<file path="src/sv/lspe_pkg.sv">
// ----------------------------------------------------------------------------
// lspe_pkg
// shared widths, codes and types for the lsb payload extractor
// ----------------------------------------------------------------------------
package lspe_pkg;

  localparam int LENGTH_FIELD_BITS = 32;
  localparam int LEN_W    = LENGTH_FIELD_BITS;
  localparam int BITPOS_W = $clog2(LENGTH_FIELD_BITS);
  localparam int CONS_W   = 33;
  localparam int SUM_W    = CONS_W + 3;
  localparam int AUDIO_W  = 32;
  localparam int BYTE_W   = 8;
  localparam int KIND_W   = 2;
  localparam int PHASE_W  = 3;

  localparam logic [PHASE_W-1:0] PH_NAME_LEN = 3'd0;
  localparam logic [PHASE_W-1:0] PH_NAME     = 3'd1;
  localparam logic [PHASE_W-1:0] PH_SIZE     = 3'd2;
  localparam logic [PHASE_W-1:0] PH_PAYLOAD  = 3'd3;
  localparam logic [PHASE_W-1:0] PH_DONE     = 3'd4;

  localparam logic [KIND_W-1:0] KIND_NAME    = 2'd0;
  localparam logic [KIND_W-1:0] KIND_PAYLOAD = 2'd1;
  localparam logic [KIND_W-1:0] KIND_INVALID = 2'd2;
  localparam logic [KIND_W-1:0] KIND_EMPTY   = 2'd3;

  localparam logic [CONS_W-1:0] CONS_MAX = {CONS_W{1'b1}};

  typedef struct packed {
    logic [BYTE_W-1:0] data;
    logic [KIND_W-1:0] kind;
    logic              last;
  } result_t;

endpackage

</file>
<file path="src/sv/lspe_frame_fsm.sv">
// ----------------------------------------------------------------------------
// lspe_frame_fsm
// frame state and single-step update for one hidden bit
// ----------------------------------------------------------------------------
module lspe_frame_fsm
  import lspe_pkg::*;
(
  input  logic               clk,
  input  logic               rst,
  input  logic               step,
  input  logic               hidden_bit,
  input  logic [AUDIO_W-1:0] audio_bytes,
  output logic               res_valid,
  output result_t            res
);

  logic [PHASE_W-1:0]  phase, phase_next;
  logic [BITPOS_W-1:0] bit_position, bit_position_next;
  logic [LEN_W-1:0]    shift_accumulator, shift_accumulator_next;
  logic [LEN_W-1:0]    field_target, field_target_next;
  logic [LEN_W-1:0]    bytes_done, bytes_done_next;
  logic [CONS_W-1:0]   consumed_count, consumed_count_next;

  logic [CONS_W-1:0]   consumed_inc;
  logic [LEN_W-1:0]    acc_or;
  logic [LEN_W-1:0]    done_inc;
  logic [SUM_W-1:0]    size_sum;
  logic                field_end;
  logic                byte_end;

  assign consumed_inc = (consumed_count == CONS_MAX) ? consumed_count
                                                     : consumed_count + CONS_W'(1);
  assign acc_or    = shift_accumulator | (LEN_W'(hidden_bit) << bit_position);
  assign done_inc  = bytes_done + LEN_W'(1);
  assign field_end = (bit_position == BITPOS_W'(LENGTH_FIELD_BITS - 1));
  assign byte_end  = (bit_position == BITPOS_W'(BYTE_W - 1));
  // sum kept wide so the size check never wraps
  assign size_sum  = SUM_W'(consumed_inc) + (SUM_W'(acc_or) << 3);

  always_comb begin
    phase_next             = phase;
    bit_position_next      = bit_position;
    shift_accumulator_next = shift_accumulator;
    field_target_next      = field_target;
    bytes_done_next        = bytes_done;
    consumed_count_next    = consumed_count;
    res_valid              = 1'b0;
    res                    = '0;
    if (step) begin
      case (phase)
        PH_NAME_LEN, PH_SIZE: begin
          consumed_count_next = consumed_inc;
          if (!field_end) begin
            shift_accumulator_next = acc_or;
            bit_position_next      = bit_position + BITPOS_W'(1);
          end else begin
            shift_accumulator_next = '0;
            bit_position_next      = '0;
            bytes_done_next        = '0;
            if (phase == PH_NAME_LEN) begin
              // top bit set reads as a negative length, taken as zero
              if (acc_or[LEN_W-1]) begin
                field_target_next = '0;
                phase_next        = PH_SIZE;
              end else begin
                field_target_next = acc_or;
                phase_next        = (acc_or != '0) ? PH_NAME : PH_SIZE;
              end
            end else begin
              field_target_next = acc_or;
              if (size_sum > SUM_W'(audio_bytes)) begin
                phase_next = PH_DONE;
                res_valid  = 1'b1;
                res.kind   = KIND_INVALID;
              end else if (acc_or == '0) begin
                phase_next = PH_DONE;
                res_valid  = 1'b1;
                res.kind   = KIND_EMPTY;
              end else begin
                phase_next = PH_PAYLOAD;
              end
            end
          end
        end
        PH_NAME, PH_PAYLOAD: begin
          consumed_count_next = consumed_inc;
          if (!byte_end) begin
            shift_accumulator_next = acc_or;
            bit_position_next      = bit_position + BITPOS_W'(1);
          end else begin
            shift_accumulator_next = '0;
            bit_position_next      = '0;
            res_valid              = 1'b1;
            res.data               = acc_or[BYTE_W-1:0];
            res.kind               = (phase == PH_NAME) ? KIND_NAME : KIND_PAYLOAD;
            if (done_inc == field_target) begin
              res.last        = 1'b1;
              bytes_done_next = '0;
              phase_next      = (phase == PH_NAME) ? PH_SIZE : PH_DONE;
            end else begin
              bytes_done_next = done_inc;
            end
          end
        end
        default: begin
          // frame finished, items are dropped
        end
      endcase
    end
  end

  always_ff @(posedge clk) begin
    if (rst) begin
      phase             <= PH_NAME_LEN;
      bit_position      <= '0;
      shift_accumulator <= '0;
      field_target      <= '0;
      bytes_done        <= '0;
      consumed_count    <= '0;
    end else begin
      phase             <= phase_next;
      bit_position      <= bit_position_next;
      shift_accumulator <= shift_accumulator_next;
      field_target      <= field_target_next;
      bytes_done        <= bytes_done_next;
      consumed_count    <= consumed_count_next;
    end
  end

endmodule

</file>
<file path="src/sv/lsb_payload_extractor.sv">
// ----------------------------------------------------------------------------
// lsb_payload_extractor
// recovers a hidden name and payload from the low bits of audio bytes
// ----------------------------------------------------------------------------
// One audio byte is taken per cycle at full rate unless the result register
// stalls; each accepted item goes through the input register, then the frame
// update into the result register. A result register stall passes straight
// back to in_ready through the input register, so the block keeps one item
// per cycle whenever the sink takes results as they come. Only bit 0 of
// sample_byte is used. Name bytes come out with kind 0, payload bytes with
// kind 1, and last marks the final byte of each. After the size field a
// single kind 2 result flags a size that would run past audio_bytes, or a
// kind 3 result reports an empty payload; after the frame all items are
// consumed and dropped. Write audio_bytes only while the block is idle.
module lsb_payload_extractor
  import lspe_pkg::*;
(
  input  logic               clk,
  input  logic               rst,
  input  logic               cfg_wr_en,
  input  logic [AUDIO_W-1:0] cfg_wr_data,
  input  logic               in_valid,
  output logic               in_ready,
  input  logic [BYTE_W-1:0]  sample_byte,
  output logic               out_valid,
  input  logic               out_ready,
  output logic [BYTE_W-1:0]  out_byte,
  output logic [KIND_W-1:0]  kind,
  output logic               last
);

  logic [AUDIO_W-1:0] audio_bytes;
  logic               hold_valid;
  logic               hold_bit;
  logic               advance;
  logic               res_valid;
  result_t            res;
  result_t            out_reg;

  assign advance  = hold_valid && (!out_valid || out_ready);
  assign in_ready = !hold_valid || advance;

  always_ff @(posedge clk) begin
    if (rst) begin
      audio_bytes <= '0;
    end else if (cfg_wr_en) begin
      audio_bytes <= cfg_wr_data;
    end
  end

  // input register: only the hidden bit is kept
  always_ff @(posedge clk) begin
    if (rst) begin
      hold_valid <= 1'b0;
    end else if (in_ready) begin
      hold_valid <= in_valid;
    end
  end

  always_ff @(posedge clk) begin
    if (in_valid && in_ready) begin
      hold_bit <= sample_byte[0];
    end
  end

  lspe_frame_fsm u_frame (
    .clk         (clk),
    .rst         (rst),
    .step        (advance),
    .hidden_bit  (hold_bit),
    .audio_bytes (audio_bytes),
    .res_valid   (res_valid),
    .res         (res)
  );

  // result register
  always_ff @(posedge clk) begin
    if (rst) begin
      out_valid <= 1'b0;
    end else if (!out_valid || out_ready) begin
      out_valid <= advance && res_valid;
    end
  end

  always_ff @(posedge clk) begin
    if ((!out_valid || out_ready) && advance && res_valid) begin
      out_reg <= res;
    end
  end

  assign out_byte = out_reg.data;
  assign kind     = out_reg.kind;
  assign last     = out_reg.last;

endmodule

</file>
<file path="config.mk">
export PLATFORM = sky130hd
export DESIGN_NAME = lsb_payload_extractor
export DESIGN_NICKNAME = d
export VERILOG_FILES = /design/src/sv/lspe_pkg.sv /design/src/sv/lspe_frame_fsm.sv /design/src/sv/lsb_payload_extractor.sv
export SDC_FILE = /design/constraint.sdc
export NUM_CORES = 1
export LEC_CHECK = 0
export BUFFER_PORTS_ARGS = -buffer_cell sky130_fd_sc_hd__buf_2
export CAP_MARGIN = 20
export CORE_MARGIN = 4
export CORE_UTILIZATION = 69
export CTS_BUF_LIST = sky130_fd_sc_hd__clkbuf_4
export DETAILED_ROUTE_END_ITERATION = 6
export GPL_TIMING_DRIVEN = 1
export PLACE_DENSITY = 0.88
export SKIP_LAST_GASP = 1
export SLEW_MARGIN = 20
export SYNTH_ARGS = -nofsm -noshare
export SYNTH_HDL_FRONTEND = slang
export SYNTH_SLANG_ARGS = --single-unit
</file>
<file path="constraint.sdc">
create_clock -name clk -period 11.2 [get_ports clk]
set_input_delay 3.36 -clock clk [delete_from_list [all_inputs] [get_ports clk]]
set_output_delay 3.36 -clock clk [all_outputs]
set_load 0.02 [all_outputs]
</file>
==> results.sh, run 1 <==
export IMPL_synth_cell_types=80
export IMPL_p_per_area_nw_per_um2=89.12
export IMPL_syn_inst=1522
export IMPL_multi_input_area_um2=7687
export IMPL_floorplan_initialDensity_pct=70.14
export IMPL_cts_tree="yes"
export IMPL_syn_num_nets=1634
export IMPL_crit_start="u_frame.consumed_count[8]"
export IMPL_antenna_found_initial=1
export IMPL_nFillCells=1386
export IMPL_drive_gt1_share_pct=8.432
export IMPL_setup_violations=0
export IMPL_rows=48
export IMPL_grt_pass1_wl_um=51960
export IMPL_hold_viol=0
export IMPL_max_freq_ghz=0.1290
export IMPL_hold_path_class="flip-flop to flip-flop"
export IMPL_dieHeight_um=140.4
export IMPL_worstPathArrival_ns=8.01
export IMPL_setup_tns_ns=0
export IMPL_grt_util_all_layers_pct=32.09
export IMPL_grt_overflow=0
export IMPL_ant_nets=0
export IMPL_outcome="completed"
export IMPL_grt_max_degree=94
export IMPL_clockBufferDepth=2
export IMPL_period_minus_slack_ns=7.753
export IMPL_core_um2=17240
export IMPL_dr_total_vias=11154
export IMPL_clk_pin_slew_ns=0.15
export IMPL_drt_first_pass_iters=6
export IMPL_setup_slack_ns=3.447
export IMPL_yosys_warnings=0
export IMPL_final_seq_area_um2=3784
export IMPL_postCtsSetupRepairBufs=0
export IMPL_synth_avg_cell_area_um2=7.944
export IMPL_rrSetupSlack_ns=3.45
export IMPL_wl_per_cell_um=18.10
export IMPL_port_buffers=50
export IMPL_synthToLayoutAreaGrowth_pct=3.664
export IMPL_die_w_um=140.4
export IMPL_r2r_end="out_byte[5]"
export IMPL_worst_pin_slew_ns=1.058
export IMPL_worstHoldEndpoint="u_frame.field_target[30]"
export IMPL_ys_async_sr_fraction_pct=0
export IMPL_wirelength_um=31560
export IMPL_r2r_start="u_frame.consumed_count[8]"
export IMPL_cts_hold_buf=0
export IMPL_drtIter0Drc=1121
export IMPL_synth_edff_count=12
export IMPL_cp_end_kind="flip-flop"
export IMPL_post_route_drc_count=0
export IMPL_grt_pass1_vias=10582
export IMPL_power_leakage_nw=5.375
export IMPL_worst_ep_required_time_ns=11.45
export IMPL_num_io_pins=58
export IMPL_die_area_um2=19700
export IMPL_dpl_instance_area_um2=12270
export IMPL_finalNetCount=1617
export IMPL_hold_path_startpoint="u_frame.field_target[30]"
export IMPL_cts_made_buffers=17
export IMPL_synth_main_ff_cell="dfxtp_1"
export IMPL_clock_sinks=183
export IMPL_layout_common_cells="nor2_1, dfxtp_1, nand2_1"
export IMPL_hold_path_depth=2
export IMPL_slew_viol_final=0
export IMPL_reg2reg_depth=25
export IMPL_dp_hpwl_um=23600
export IMPL_cts_htree_levels=4
export IMPL_clock_latency_ns=0.59
export IMPL_gp_congestion=0.9769
export IMPL_viasPerCell=6.396
export IMPL_cts_resized=0
export IMPL_rsz0062_at_grt="false"
export IMPL_maxCapViolations=0
export IMPL_fin_skew_ns=0.02838
export IMPL_cts_root_buf="clkbuf_4"
export IMPL_ys_ff_latch=183
export IMPL_cp_max_fo=11
export IMPL_cp_start_kind="flip-flop"
export IMPL_ir_drop_mv=0.08468
export IMPL_holdWs_ns=0.4839
export IMPL_seq_area_frac_synth_pct=31.29
export IMPL_dp_slack_ns=3.585
export IMPL_synth_area_um2=12090
export IMPL_design_area_um2=12530
export IMPL_layout_commonest_cell="nor2_1"
export IMPL_crit_type="flip-flop to flip-flop"
export IMPL_relSlewSlack_pct=27.67
export IMPL_post_route_period_util_pct=69.23
-- cells by family after synthesis --
kind of cell | Yosys count | share of synthesized area, %
AND/OR/NAND/NOR | 640 | 27.15
adder cells (fa/ha/maj) | 67 | 6.996
XOR/XNOR | 125 | 9.117
flip-flops | 183 | 31.29
buffers and inverters | 147 | 5.216
AO/OA/AOI/OAI | 326 | 17.40
multiplexers | 34 | 2.825
-- worst max-delay path, cell delays in order, from the launching register on --
cell and delay [ns]:
dfxtp_1 0.44, and3_1 0.24, nor3b_1 0.52, nand4_1 0.43, and3_1 0.39, nand2_1 0.12, xor2_1 0.27, inv_1 0.09
ha_1 0.27, a21o_1 0.17, a21oi_1 0.25, o21ai_0 0.25, a31oi_1 0.56, o21bai_1 0.13, a21oi_1 0.33, xnor2_1 0.15
ha_1 0.29, nand4_1 0.14, nor3_1 0.51, a41oi_1 0.25, a21oi_1 0.30, a31oi_1 0.12, nor3_1 0.34, o2111ai_1 0.27
nand3_1 0.24, nand2_1 0.32
-- layout make-up --
cell class / instances / share of cell area (%)
Antenna cell: 1 / 0.01997
Clock inverter: 14 / 0.9883
Inverter: 51 / 1.527
Clock buffer: 18 / 1.078
Timing Repair Buffer: 60 / 2.616
Tap cell: 225 / 2.246
Multi-Input combinational cell: 1192 / 61.34
Sequential cell: 183 / 30.19
-- report_power, final --
part | switching (mW) | internal (mW) | total [mW]
registers | 0.00681 | 0.666 | 0.673
clock network | 0.244 | 0.115 | 0.359
logic | 0.0552 | 0.0292 | 0.0843
-- cells in the mapped netlist, types with 31 or more instances --
cell type  count  area (µm²)
a21o_1        40       300.3
a21oi_1       94       470.5
a22oi_1       31       232.7
and3_1        34       212.7
clkbuf_1      66       247.7
dfxtp_1      171        3423
ha_1          66       825.8
inv_1         51       191.4
mux2i_1       33       330.3
nand2_1      109       409.1
nand3_1       84       420.4
nand4_1       37       231.5
nor2_1       206       773.2
nor3_1        34       170.2
o21ai_0       46       230.2
xnor2_1       72       630.6
xor2_1        52       455.4
-- sequential cells by signal (all words and copies together) (netlist names), 3 cells and up --
signal                     count
u_frame.consumed_count        33
audio_bytes                   32
u_frame.bytes_done            32
u_frame.field_target          32
u_frame.shift_accumulator     32
out_byte                       8
u_frame.bit_position           5
u_frame.phase                  3
-- worst max path at each step --
stage / endpoint / slack [ns]
finish: out_byte[5] / 3.45
floorplan: in_ready / 4.20
detailed placement: last / 3.59
global placement: out_byte[3] / 3.75
global route: out_byte[5] / 2.89
CTS: out_byte[5] / 3.53
-- metrics by stage --
stage	total power, mW	instances	utilization, %
finish	1.117	1744	72.71
global route	1.154	1744	72.71
CTS	1.120	1743	72.68
global placement	0.7672	1711	71.18
detailed placement	0.7705	1711	71.18
floorplan	0.7464	1522	-
-- routing by layer --
metal | vias to the layer above | global-route usage (%) | wire [µm]
li1 | 5428 | - | -
met1 | 5212 | 40.18 | 13040
met2 | 408 | 54.81 | 15410
met3 | 106 | 4.404 | 1634
met4 | 0 | 14.74 | 1471
met5 | - | 0 | 0
Note: power is estimated with default switching activity, not from simulation.
==> inputs of run 2 (changes only) <==
- CORE_UTILIZATION: 69 -> 64
- PLACE_DENSITY: 0.88 -> 0.83
- clock period: 11.2 -> 7.7 ns (I/O delays scaled with it)
==> run 2 against run 1 <==
Net effect:
- worst setup slack lost 2.7 ns
- sequential power grew 45%
- via count shrank 0.43%
- non-clock buffer count grew 8
- utilization shrank 4.9 points
- register-to-register slack lost 2.7 ns
- power grew 48%
- sequential cell count is the same
- clock skew shrank 0.0011 ns
- first-iteration DRC count shrank 13%
- fmax grew 11%
- die area grew 7.4%
- critical endpoint is now out_byte[0]
- largest power group unchanged
==> results.sh, run 2 (synthesized netlist as in run 1, its figures left out) <==
export IMPL_synthToLayoutAreaGrowth_pct=4.543
export IMPL_multi_input_area_um2=7690
export IMPL_die_w_um=145.4
export IMPL_hold_viol=0
export IMPL_core_um2=18640
export IMPL_hold_path_depth=2
export IMPL_hold_path_startpoint="u_frame.field_target[30]"
export IMPL_wl_per_cell_um=18.17
export IMPL_cts_resized=0
export IMPL_drtIter0Drc=973
export IMPL_period_minus_slack_ns=6.999
export IMPL_dp_hpwl_um=23950
export IMPL_setup_tns_ns=0
export IMPL_design_area_um2=12640
export IMPL_worstHoldEndpoint="u_frame.field_target[30]"
export IMPL_worst_ep_required_time_ns=7.98
export IMPL_clockPowerShare_pct=33.6
export IMPL_reg2reg_depth=27
export IMPL_port_buffers=50
export IMPL_cp_max_fo=11
export IMPL_drt_first_pass_iters=5
export IMPL_viasPerCell=6.307
export IMPL_setup_violations=0
export IMPL_num_io_pins=58
export IMPL_dr_total_vias=11106
export IMPL_r2r_start="u_frame.consumed_count[13]"
export IMPL_p_per_area_nw_per_um2=131.2
export IMPL_hold_path_class="flip-flop to flip-flop"
export IMPL_post_route_drc_count=0
export IMPL_ant_nets=0
export IMPL_fin_skew_ns=0.02727
export IMPL_top_register="u_frame.consumed_count"
export IMPL_layout_common_cells="nor2_1, dfxtp_1, nand2_1"
export IMPL_maxCapViolations=0
export IMPL_worstPathArrival_ns=7.28
export IMPL_max_freq_ghz=0.1429
export IMPL_slew_viol_final=0
export IMPL_r2r_end="out_byte[0]"
export IMPL_wirelength_um=32000
export IMPL_rows=50
export IMPL_cts_root_buf="clkbuf_4"
export IMPL_cp_start_kind="flip-flop"
export IMPL_worst_pin_slew_ns=0.9752
export IMPL_clock_latency_ns=0.59
export IMPL_rrSetupSlack_ns=0.70
export IMPL_cts_made_buffers=17
export IMPL_p_comb_share_pct=7.4
export IMPL_dpl_instance_area_um2=12340
export IMPL_antenna_found_initial=1
export IMPL_final_seq_area_um2=3784
export IMPL_cts_htree_levels=4
export IMPL_cts_tree="yes"
export IMPL_fin_util_pct=67.80
export IMPL_outcome="completed"
export IMPL_crit_type="flip-flop to flip-flop"
export IMPL_grt_pass1_wl_um=51620
export IMPL_dieHeight_um=145.4
export IMPL_clock_sinks=183
export IMPL_finalNetCount=1625
export IMPL_clk_pin_slew_ns=0.15
export IMPL_grt_pass1_vias=10281
export IMPL_grt_util_all_layers_pct=29.37
export IMPL_switching_share_pct=26.53
export IMPL_power_leakage_nw=5.428
export IMPL_drive_gt1_share_pct=9.174
export IMPL_pwr_share_seq_pct=59.0
export IMPL_nFillCells=1598
export IMPL_holdWs_ns=0.4830
export IMPL_postCtsSetupRepairBufs=0
export IMPL_cp_end_kind="flip-flop"
export IMPL_ir_drop_mv=0.1124
export IMPL_grt_overflow=0
export IMPL_p_int_mw=1.218
export IMPL_switchingPower_mw=0.4400
export IMPL_die_area_um2=21150
export IMPL_clockBufferDepth=2
export IMPL_grt_max_degree=76
export IMPL_layout_commonest_cell="nor2_1"
export IMPL_floorplan_initialDensity_pct=64.85
export IMPL_gp_congestion=1.021
export IMPL_largest_register_ffs=33
export IMPL_rsz0062_at_grt="false"
export IMPL_power_mw=1.658
export IMPL_cts_hold_buf=0
export IMPL_post_route_period_util_pct=90.89
export IMPL_relSlewSlack_pct=34.84
## run 2: cell count changes in the layout (fill, tap and decap cells not counted), sizes merged
cell      change
clkinv        -2
bufinv        +1
clkinvlp      +1
buf           +8
inv           -1
clkbuf        +1
## run 2: routing by layer
layer | global-route usage (%) | routed length (µm) | up-vias
li1 | - | - | 5463
met1 | 36.07 | 13540 | 5201
met2 | 51.46 | 15600 | 364
met3 | 4.703 | 1655 | 78
met4 | 12.01 | 1205 | 0
met5 | 0 | 0 | -
## run 2: how the worst max path moves through the flow
| stage | start | end | slack [ns] | cells past startpoint |
|---|---|---|---|---|
| 5_1_grt | u_frame.consumed_count[12] | out_byte[0] | 0.08 | 27 |
| 2_1_floorplan | u_frame.consumed_count[13] | kind[0] | 1.77 | 29 |
| 3_5_place_dp | u_frame.consumed_count[12] | out_byte[3] | 0.68 | 27 |
| 3_3_place_gp | u_frame.consumed_count[12] | out_byte[3] | 0.77 | 27 |
| 4_1_cts | u_frame.consumed_count[12] | out_byte[7] | 0.65 | 27 |
| 6_report | u_frame.consumed_count[13] | out_byte[0] | 0.70 | 27 |
## run 2: final cells by class
class                      instances  area share (%)
timing repair buffer              68           3.069
antenna                            1         0.01980
sequential                       183           29.93
tap                              234           2.316
inverter                          51           1.515
clock buffer                      19           1.128
clock inverter                    13           1.178
multi-input combinational       1192           60.84
## run 2: worst max-delay path: stages (launching register included)
cell and delay (ns):
dfxtp_1 0.51, nand4_1 0.16, nor4_1 0.43, nand4_1 0.33, and3_1 0.34, and2_1 0.22, nand3_1 0.22, nor2_1 0.10
xor2_1 0.15, ha_1 0.39, a21oi_1 0.29, nand2_1 0.10, o2111ai_1 0.28, nand3_1 0.23, a21o_1 0.23, a21oi_1 0.21
o21bai_1 0.09, a21oi_1 0.18, xnor2_1 0.14, ha_1 0.28, a21oi_1 0.13, o21ai_0 0.17, a21oi_1 0.23, a211oi_1 0.07
nor3_1 0.45, o2111ai_1 0.29, nand3_1 0.26, nand2_2 0.22
## run 2: power groups by stage
stage	clock network [mW]	registers [mW]	logic [mW]
after CTS	0.573	0.979	0.122
after global routing	0.613	0.982	0.136
after global placement	0	0.999	0.118
after detailed placement	0	0.999	0.121
final	0.557	0.979	0.122
after floorplan	0	0.996	0.0901
## run 2: stage by stage
stage,std cells,setup slack [ns]
2_1_floorplan,1522,1.772
3_3_place_gp,1728,0.7685
3_5_place_dp,1728,0.6802
4_1_cts,1760,0.6515
5_1_grt,1761,0.07896
6_report,1761,0.7012
==> inputs of run 3 (changes only) <==
- clock period: 7.7 -> 7.64 ns (I/O delays scaled with it)
==> run 3 against run 2 <==
Net effect:
- the run now ends with DRC left
- fmax is 0.45% higher
- via count is 0.66% higher
- utilization is 0.11 points lower
- sequential share of layout area is 0.050 points higher
- wire length is 0.29% lower
- sequential power is 0.8% higher
- power hardly changed
- worst hold slack worse by 0.0065 ns
- non-clock buffer count is 2 lower
- highest routed layer unchanged
==> results.sh, run 3 (synthesized netlist as in run 1, its figures left out) <==
export IMPL_port_buffers=50
export IMPL_crit_type="flip-flop to flip-flop"
export IMPL_cp_start_kind="flip-flop"
export IMPL_postCtsSetupRepairBufs=0
export IMPL_grt_max_degree=79
export IMPL_maxCapViolations=0
export IMPL_p_comb_share_pct=7.4
export IMPL_setup_violations=0
export IMPL_cp_end_kind="flip-flop"
export IMPL_pwr_share_seq_pct=59.5
export IMPL_worst_pin_slew_ns=0.9650
export IMPL_antenna_found_initial=1
export IMPL_die_area_um2=21150
export IMPL_cts_htree_levels=4
export IMPL_post_route_drc_count=5
export IMPL_dp_cells=1726
export IMPL_worstPathArrival_ns=7.28
export IMPL_gp_congestion=1.024
export IMPL_cts_resized=0
export IMPL_hold_viol=0
export IMPL_relSlewSlack_pct=35.66
export IMPL_core_um2=18640
export IMPL_ant_nets=0
export IMPL_fin_skew_ns=0.04121
export IMPL_wl_per_cell_um=18.13
export IMPL_cts_hold_buf=0
export IMPL_power_leakage_nw=5.418
export IMPL_outcome="finished, violations left"
export IMPL_viasPerCell=6.352
export IMPL_crit_top_cell="a21oi_1"
export IMPL_p_per_area_nw_per_um2=131.4
export IMPL_synthToLayoutAreaGrowth_pct=4.368
export IMPL_layout_commonest_cell="nor2_1"
export IMPL_slowest_stage="dfxtp_1"
export IMPL_drive_gt1_share_pct=9.055
export IMPL_floorplan_initialDensity_pct=64.85
export IMPL_ir_drop_mv=0.1130
export IMPL_largest_register_ffs=33
export IMPL_grt_util_all_layers_pct=29.55
export IMPL_setup_tns_ns=0
export IMPL_max_freq_ghz=0.1435
export IMPL_cts_made_buffers=17
export IMPL_die_w_um=145.4
export IMPL_clockBufferDepth=2
export IMPL_drtIter0Drc=907
export IMPL_drt_first_pass_iters=7
export IMPL_grt_pass1_wl_um=52000
export IMPL_dieHeight_um=145.4
export IMPL_clk_pin_slew_ns=0.16
export IMPL_num_io_pins=58
export IMPL_switchingPower_mw=0.4536
export IMPL_clock_latency_ns=0.61
export IMPL_worst_ep_required_time_ns=7.95
export IMPL_p_int_mw=1.205
export IMPL_top_register="u_frame.consumed_count"
export IMPL_grt_overflow=0
export IMPL_rows=50
export IMPL_rsz0062_at_grt="false"
export IMPL_cts_tree="yes"
export IMPL_dp_hpwl_um=23830
export IMPL_final_cells=1760
export IMPL_cts_root_buf="clkbuf_4"
export IMPL_dr_total_vias=11179
export IMPL_wirelength_um=31910
export IMPL_switching_share_pct=27.35
export IMPL_clock_sinks=183
export IMPL_finalNetCount=1623
export IMPL_violations="DRC"
export IMPL_cp_max_fo=11
export IMPL_period_minus_slack_ns=6.967
export IMPL_grt_pass1_vias=10394
export IMPL_layout_common_cells="nor2_1, dfxtp_1, nand2_1"
export IMPL_clockPowerShare_pct=33.1
export IMPL_crit_path_max_incr_delay_ns=0.47
export IMPL_post_route_period_util_pct=91.19
export IMPL_slew_viol_final=0
export IMPL_hold_path_class="flip-flop to flip-flop"
export IMPL_nFillCells=1573
[run 3: layout make-up]
type | instances | area [µm²] | share of cell area [%]
Clock inverter | 11 | 120.1 | 0.9519
Sequential cell | 183 | 3784 | 29.99
Inverter | 51 | 191.4 | 1.517
Antenna cell | 2 | 5.005 | 0.03966
Multi-Input combinational cell | 1192 | 7695 | 60.98
Tap cell | 234 | 292.8 | 2.320
Timing Repair Buffer | 66 | 372.9 | 2.955
Clock buffer | 21 | 157.7 | 1.249
[run 3: final timing paths]
check                                  start                        to  slack [ns]  cells past startpoint
setup / recovery  u_frame.consumed_count[28]               out_byte[7]        0.67                     27
hold / removal      u_frame.field_target[30]  u_frame.field_target[30]        0.48                      2
setup reg to reg  u_frame.consumed_count[28]               out_byte[7]        0.67                     27
hold reg to reg     u_frame.field_target[30]  u_frame.field_target[30]        0.48                      2
[run 3: routing by layer]
layer,GRT usage [%],share of wire [%],wire [µm],up-vias
met4,13.53,4.4,1393,0
met2,50.25,48,15390,364
met3,3.831,5.1,1612,89
met5,0,0,0,-
li1,-,-,-,5457
met1,37.52,42,13510,5269
[run 3: worst max-delay path, delay by kind of cell, from the launching register on]
family / cells / cell delay [ns]
AO/OA/AOI/OAI: 11 / 2.18
XOR/XNOR: 2 / 0.30
adder cells (fa/ha/maj): 2 / 0.66
flip-flops: 1 / 0.47
AND/OR/NAND/NOR: 12 / 3.04
[run 3: power groups by stage]
| stage | combinational, mW | sequential (mW) | clock, mW |
|---|---|---|---|
| floorplan | 0.0909 | 1.00 | 0 |
| global placement | 0.119 | 1.01 | 0 |
| detailed placement | 0.122 | 1.01 | 0 |
| CTS | 0.122 | 0.987 | 0.558 |
| global route | 0.137 | 0.989 | 0.599 |
| finish | 0.122 | 0.987 | 0.550 |
[run 3: metrics by stage]
step / utilization [%] / hold WS, ns / power (mW) / cell area, µm² / worst slack [ns]
global placement: 66.11 / 0.4478 / 1.126 / 12330 / 0.8165
global route: 67.68 / 0.5058 / 1.726 / 12620 / 0.07800
CTS: 67.60 / 0.4791 / 1.667 / 12600 / 0.6634
floorplan: - / 0.4376 / 1.094 / 12090 / 1.712
finish: 67.68 / 0.4766 / 1.659 / 12620 / 0.6728
detailed placement: 66.11 / 0.4596 / 1.129 / 12330 / 0.6813
